===== config.mk =====
export PLATFORM = sky130hd
export DESIGN_NAME = npcq_cell
export DESIGN_NICKNAME = d
export VERILOG_FILES = /design/src/npcq_pkg.sv /design/src/npcq_cell.sv
export SDC_FILE = /design/constraint.sdc
export NUM_CORES = 1
export LEC_CHECK = 0
export BUFFER_PORTS_ARGS = -buffer_cell sky130_fd_sc_hd__buf_2
export CAP_MARGIN = 20
export CORE_MARGIN = 5
export CORE_UTILIZATION = 60
export DETAILED_ROUTE_END_ITERATION = 12
export PLACE_DENSITY = 0.87
export SLEW_MARGIN = 5
export SYNTH_ARGS = -nofsm -noshare
export SYNTH_HDL_FRONTEND = slang
export SYNTH_SLANG_ARGS = --single-unit

===== constraint.sdc =====
create_clock -name i_clk -period 8.74 [get_ports i_clk]
set_input_delay 0.437 -clock i_clk [delete_from_list [all_inputs] [get_ports i_clk]]
set_output_delay 0.437 -clock i_clk [all_outputs]
set_load 0.05 [all_outputs]

===== src/npcq_pkg.sv =====
package npcq_pkg;

    localparam int PAL_ENTRIES = 4;
    localparam int IDX_W       = $clog2(PAL_ENTRIES);
    localparam int CFG_IDX_W   = IDX_W + 1;
    localparam int COLOR_W     = 24;
    localparam int SUM_W       = 20;
    localparam int TERM_W      = 18;
    localparam int SQ_W        = 16;
    localparam int WEIGHT_W    = 10;
    localparam int PROD_W      = 26;
    localparam int CELL_STAGES = 3;
    localparam int LATENCY     = CELL_STAGES * PAL_ENTRIES;

    localparam logic [COLOR_W-1:0] PAL_RESET [8] = '{
        24'h000000, 24'h55FFFF, 24'hFF55FF, 24'hFFFFFF,
        24'h000000, 24'h000000, 24'h000000, 24'h000000
    };

    localparam logic [WEIGHT_W-1:0] RED_BASE  = 10'd512;
    localparam logic [WEIGHT_W-1:0] BLUE_BASE = 10'd767;

    typedef struct packed {
        logic [7:0] pixel_red;
        logic [7:0] pixel_green;
        logic [7:0] pixel_blue;
    } t_pixel;

    typedef struct packed {
        logic [1:0] best_index;
        logic [7:0] out_red;
        logic [7:0] out_green;
        logic [7:0] out_blue;
    } t_result;

    typedef struct packed {
        logic                 we;
        logic [CFG_IDX_W-1:0] idx;
        logic [COLOR_W-1:0]   data;
    } t_cfg;

    typedef struct packed {
        logic [IDX_W-1:0]   idx;
        logic [SUM_W-1:0]   sum;
        logic [COLOR_W-1:0] color;
    } t_best;

    typedef struct packed {
        logic   valid;
        t_pixel pix;
        t_best  best;
    } t_link;

    function automatic logic [COLOR_W-1:0] pal_reset(input logic [IDX_W-1:0] k);
        return PAL_RESET[3'(k)];
    endfunction

    function automatic logic [7:0] abs_diff(input logic [7:0] a, input logic [7:0] b);
        return (a > b) ? (a - b) : (b - a);
    endfunction

endpackage


===== src/npcq_cell.sv =====
module npcq_cell (
    input  logic                         i_clk,
    input  logic                         i_rst_n,
    input  logic [npcq_pkg::IDX_W-1:0]   i_idx,
    input  npcq_pkg::t_cfg               i_cfg,
    input  npcq_pkg::t_link              i_link,
    output npcq_pkg::t_link              o_link
);

    logic [npcq_pkg::COLOR_W-1:0]  r_pal;

    logic                          r_s1_valid;
    npcq_pkg::t_pixel              r_s1_pix;
    npcq_pkg::t_best               r_s1_best;
    logic [npcq_pkg::SQ_W-1:0]     r_s1_sq_r, r_s1_sq_g, r_s1_sq_b;
    logic [npcq_pkg::WEIGHT_W-1:0] r_s1_wr, r_s1_wb;

    logic                          r_s2_valid;
    npcq_pkg::t_pixel              r_s2_pix;
    npcq_pkg::t_best               r_s2_best;
    logic [npcq_pkg::TERM_W-1:0]   r_s2_rt, r_s2_gt, r_s2_bt;

    npcq_pkg::t_link               r_out;

    logic [7:0]                    dr, dg, db, mean;
    logic [npcq_pkg::PROD_W-1:0]   prod_r, prod_b;
    logic [npcq_pkg::SUM_W-1:0]    sum;
    npcq_pkg::t_best               n_best;

    always_ff @(posedge i_clk) begin
        if (!i_rst_n) begin
            r_pal <= npcq_pkg::pal_reset(i_idx);
        end else if (i_cfg.we && i_cfg.idx == npcq_pkg::CFG_IDX_W'(i_idx)) begin
            r_pal <= i_cfg.data;
        end
    end

    always_comb begin
        dr   = npcq_pkg::abs_diff(i_link.pix.pixel_red, r_pal[23:16]);
        dg   = npcq_pkg::abs_diff(i_link.pix.pixel_green, r_pal[15:8]);
        db   = npcq_pkg::abs_diff(i_link.pix.pixel_blue, r_pal[7:0]);
        mean = 8'(({1'b0, i_link.pix.pixel_red} + {1'b0, r_pal[23:16]}) >> 1);
    end

    always_ff @(posedge i_clk) begin
        if (!i_rst_n) begin
            r_s1_valid <= 1'b0;
        end else begin
            r_s1_valid <= i_link.valid;
        end
        r_s1_pix  <= i_link.pix;
        r_s1_best <= i_link.best;
        r_s1_sq_r <= {8'd0, dr} * {8'd0, dr};
        r_s1_sq_g <= {8'd0, dg} * {8'd0, dg};
        r_s1_sq_b <= {8'd0, db} * {8'd0, db};
        r_s1_wr   <= npcq_pkg::RED_BASE + {2'd0, mean};
        r_s1_wb   <= npcq_pkg::BLUE_BASE - {2'd0, mean};
    end

    always_comb begin
        prod_r = {16'd0, r_s1_wr} * {10'd0, r_s1_sq_r};
        prod_b = {16'd0, r_s1_wb} * {10'd0, r_s1_sq_b};
    end

    always_ff @(posedge i_clk) begin
        if (!i_rst_n) begin
            r_s2_valid <= 1'b0;
        end else begin
            r_s2_valid <= r_s1_valid;
        end
        r_s2_pix  <= r_s1_pix;
        r_s2_best <= r_s1_best;
        r_s2_rt   <= prod_r[25:8];
        r_s2_gt   <= {r_s1_sq_g, 2'b00};
        r_s2_bt   <= prod_b[25:8];
    end

    always_comb begin
        sum = {2'd0, r_s2_rt} + {2'd0, r_s2_gt} + {2'd0, r_s2_bt};
        if (sum < r_s2_best.sum) begin
            n_best.idx   = i_idx;
            n_best.sum   = sum;
            n_best.color = r_pal;
        end else begin
            n_best = r_s2_best;
        end
    end

    always_ff @(posedge i_clk) begin
        if (!i_rst_n) begin
            r_out.valid <= 1'b0;
        end else begin
            r_out.valid <= r_s2_valid;
        end
        r_out.pix  <= r_s2_pix;
        r_out.best <= n_best;
    end

    assign o_link = r_out;

endmodule


==> flow_summary.yaml <==
status:
  run_status: "finished, final reports clean"
timing:
  worst_slew_margin_rel_pct: 33.2
  unrepaired_setup_endpoints_after_global_routing: "no"
  finalCritPeriodShare_pct: 82.4
  setup_viol_count_final: 0
  clock_skew_ns: 0.0201
  maxClockFrequency_mhz: 139
  period_needed_ns: 7.20
  finalHoldViolCount: 0
  timing.final.max_slew_violations: 0
  setup_total_negative_slack_ns: 0
  transition_time_of_the_tightest_slew_check_pin_ns: 0.975
  layout_setup_ws_ns: 1.54
yosys:
  yosys.cell_count.top_type: "sky130_fd_sc_hd__inv_1"
  muxShareOfSynthArea_pct: 1.70
  async_flop_share_pct: 0
  synth_flop_cell: "sky130_fd_sc_hd__dfxtp_1"
  ys.warnings.count: 0
  synthSimpleGateAreaFrac_pct: 12.0
  seq_area_frac_synth_pct: 28.6
  netlist_area_pre_place_mm2: 0.0253
  syn-mean-instance-area_um2: 10.0
  post_synth_xor_xnor_area_pct: 4.37
  synth_cell_types: 76
  synth.area.top_cells: "sky130_fd_sc_hd__dfxtp_1, sky130_fd_sc_hd__fa_1, sky130_fd_sc_hd__ha_1"
  yosysTopAreaCell: "sky130_fd_sc_hd__dfxtp_1"
  fraction_of_the_mapped_netlist_area_in_compound_gates_pct: 7.88
  ys_seq_elements: 349
  netlist.area_leader.share_pct: 25.7
  synth_enable_flop_cells: 24
  synthesis.instances: 2527
  synth_adder_area_share_pct: 38.1
  dominant_combinational_cell_family_by_area_after_synthesis: "adder cells"
  synth_common_cells: "sky130_fd_sc_hd__inv_1, sky130_fd_sc_hd__ha_1, sky130_fd_sc_hd__dfxtp_1"
layout:
  fin_util_pct: 68.1
  n_antenna_cell: 0
  multi_input_logic_area_mm2: 0.0163
  layout-drive-gt1-share_pct: 10.8
  final.fill_count: 2972
  finalNetCount: 3462
  layout.area.seq_mm2: 0.00723
  flow.area_growth_from_synthesis_pct: 12.8
  final_cell_area_mm2: 0.0285
job:
  cap_violations: 0
clock_network:
  cts_buffer_depth: 3
  clock_input_transition_at_the_sequential_cells_of_the_worst_setup_and_hold_paths_ns: 0.07
  cts_num_sinks: 349
  htreeDepth: 2
  cts.root.buffer_cell: "sky130_fd_sc_hd__clkbuf_16"
  cts_buffers: 36
  insertion_delay_ns: 0.57
  tritoncts: "yes"
global_route:
  grt_use_total_pct: 24.6
  grt_max_degree: 57
  remaining_overflow_grt: 0
  grt_pass1_wl_um: 95000
  grt_pass1_vias: 19900
  grt_antenna_before_repair: 1
floorplan:
  num_rows: 75
  chipWidth_um: 215
  pin_count: 174
  die_height_um: 215
  die_area_mm2: 0.0464
  core_area_mm2: 0.0419
  starting_density_of_the_core_pct: 60.4
detailed_routing:
  detail_route.drc_violations: 0
  dr_total_vias: 18000
  first_pass_iters: 5
  drt_first_iter_violations: 1015
  post_drt_wl_per_cell_um: 17.1
  postRouteWirelength_um: 56700
  drt-vias-per-instance: 5.42
  route.antenna.remaining_nets: 0
setup_path:
  critPathMostFrequentCell: "sky130_fd_sc_hd__fa_1"
  critPathKind: "reg2reg"
  required_ns: 9.19
  crit_path_max_fanout: 11
  end_kind: "register"
  largest_incremental_delay_on_the_critical_path_ns: 0.71
  crit_chain: "inv_1 > fa_1 > a21o_1 > a21oi_1 > o31ai_1 > o211ai_2 > mux2i_1 > xnor2_1 > nor2_1 > fa_1 > fa_1 > inv_1 > fa_1 > fa_1 > inv_1 > ha_1 > or3_1 > o21ai_0 > a21oi_1 > and4_1 > a2111oi_0 > a21oi_1 > xor2_1"
  worst_path_max_delay_cell: "sky130_fd_sc_hd__xnor2_1"
  timing.critical_path.arrival_ns: 7.65
  crit_path_start_kind: "register"
place:
  place.port_buffers: 173
  place_worst_setup_slack_ns: 1.43
  detailed_place_hpwl_um: 42700
  gp_routability_congestion: 0.904
  dpl_cell_area_mm2: 0.0267
min_path:
  worst_hold_path_type: "in2reg"
==> stage by stage <==
step                      hold slack, ns  std cells
final                             0.0226       3322
after global routing              0.0114       3322
after CTS                       0.000658       3321
after detailed placement           0.312       3201
after global placement             0.311       3201
after floorplan                    0.310       2533
==> registers in the layout, summed over array words and instances, names as in the netlist <==
| name | cells |
|---|---|
| o_link | 71 |
| r_s1_best | 46 |
| r_s2_best | 46 |
| r_pal | 24 |
| r_s1_pix | 24 |
| r_s2_pix | 24 |
| r_s2_bt | 18 |
| r_s2_rt | 18 |
| r_s1_sq_b | 15 |
| r_s1_sq_g | 15 |
| r_s1_sq_r | 15 |
| r_s2_gt | 15 |
| r_s1_wb | 8 |
| r_s1_wr | 8 |
| r_s1_valid | 1 |
| r_s2_valid | 1 |
==> final timing paths <==
path,start,end,slack (ns),cells past startpoint
min,i_link[60],r_s1_pix[14]$_DFF_P_,0.02,1
min reg2reg,r_s1_sq_g[12]$_DFF_P_,r_s2_gt[14]$_DFF_P_,0.33,0
max,r_pal[17]$_DFFE_PP_,r_s1_sq_r[15]$_DFF_P_,1.54,23
max reg2reg,r_pal[17]$_DFFE_PP_,r_s1_sq_r[15]$_DFF_P_,1.54,23
==> critical path: cells and delay by family, from the launching register on <==
| family | cells | cell delay (ns) |
|---|---|---|
| XOR/XNOR | 2 | 0.90 |
| buffers and inverters | 3 | 0.22 |
| AO/OA/AOI/OAI | 8 | 1.79 |
| AND/OR/NAND/NOR | 3 | 0.78 |
| multiplexers | 1 | 0.18 |
| adder cells (fa/ha/maj) | 6 | 2.72 |
| flip-flops | 1 | 0.48 |
==> layer usage <==
metal / GRT usage, % / vias to the layer above / share of wire (%)
li1: - / 8462 / -
met1: 30.5 / 8768 / 41
met2: 42.2 / 611 / 49
met3: 4.57 / 163 / 6.0
met4: 11.0 / 0 / 4.4
met5: 0 / - / 0
==> cell usage in the layout (no fill, tap or decap), types with 58 or more instances in the layout <==
cell type                 instances
sky130_fd_sc_hd__buf_2          173
sky130_fd_sc_hd__ha_1           326
sky130_fd_sc_hd__nand2_1        203
sky130_fd_sc_hd__and2_1         151
sky130_fd_sc_hd__inv_1          433
sky130_fd_sc_hd__a21oi_1         99
sky130_fd_sc_hd__nor2_1         136
sky130_fd_sc_hd__fa_1           278
sky130_fd_sc_hd__xnor2_1         84
sky130_fd_sc_hd__o21ai_0         58
sky130_fd_sc_hd__dfxtp_1        325
==> area by class of cell <==
class,instances,area share (%)
well taps,539,2.36
multi-input cells,1702,57.0
repair buffers,232,5.07
clock inverters,16,0.829
inverters,434,5.71
clock buffers,50,3.67
flip-flops and latches,349,25.3
==> logic make-up after synthesis <==
logic type | count (synthesis)
simple gates | 625
fa+ha+maj | 604
buf+inv | 482
flops | 349
compound gates | 304
xor+xnor | 121
mux | 40
other cells | 2
==> what timing repair did <==
action / in CTS / in global routing
hold buffers: 54 / 1
endpoints found under the setup margin: 0 / 0
endpoints found under the hold margin: 54 / 1
resized for setup: 0 / 0
buffers inserted: 0 / 0
Power is not shown: default switching activity piles up to over one toggle a cycle in this logic, so the estimate is an artifact.
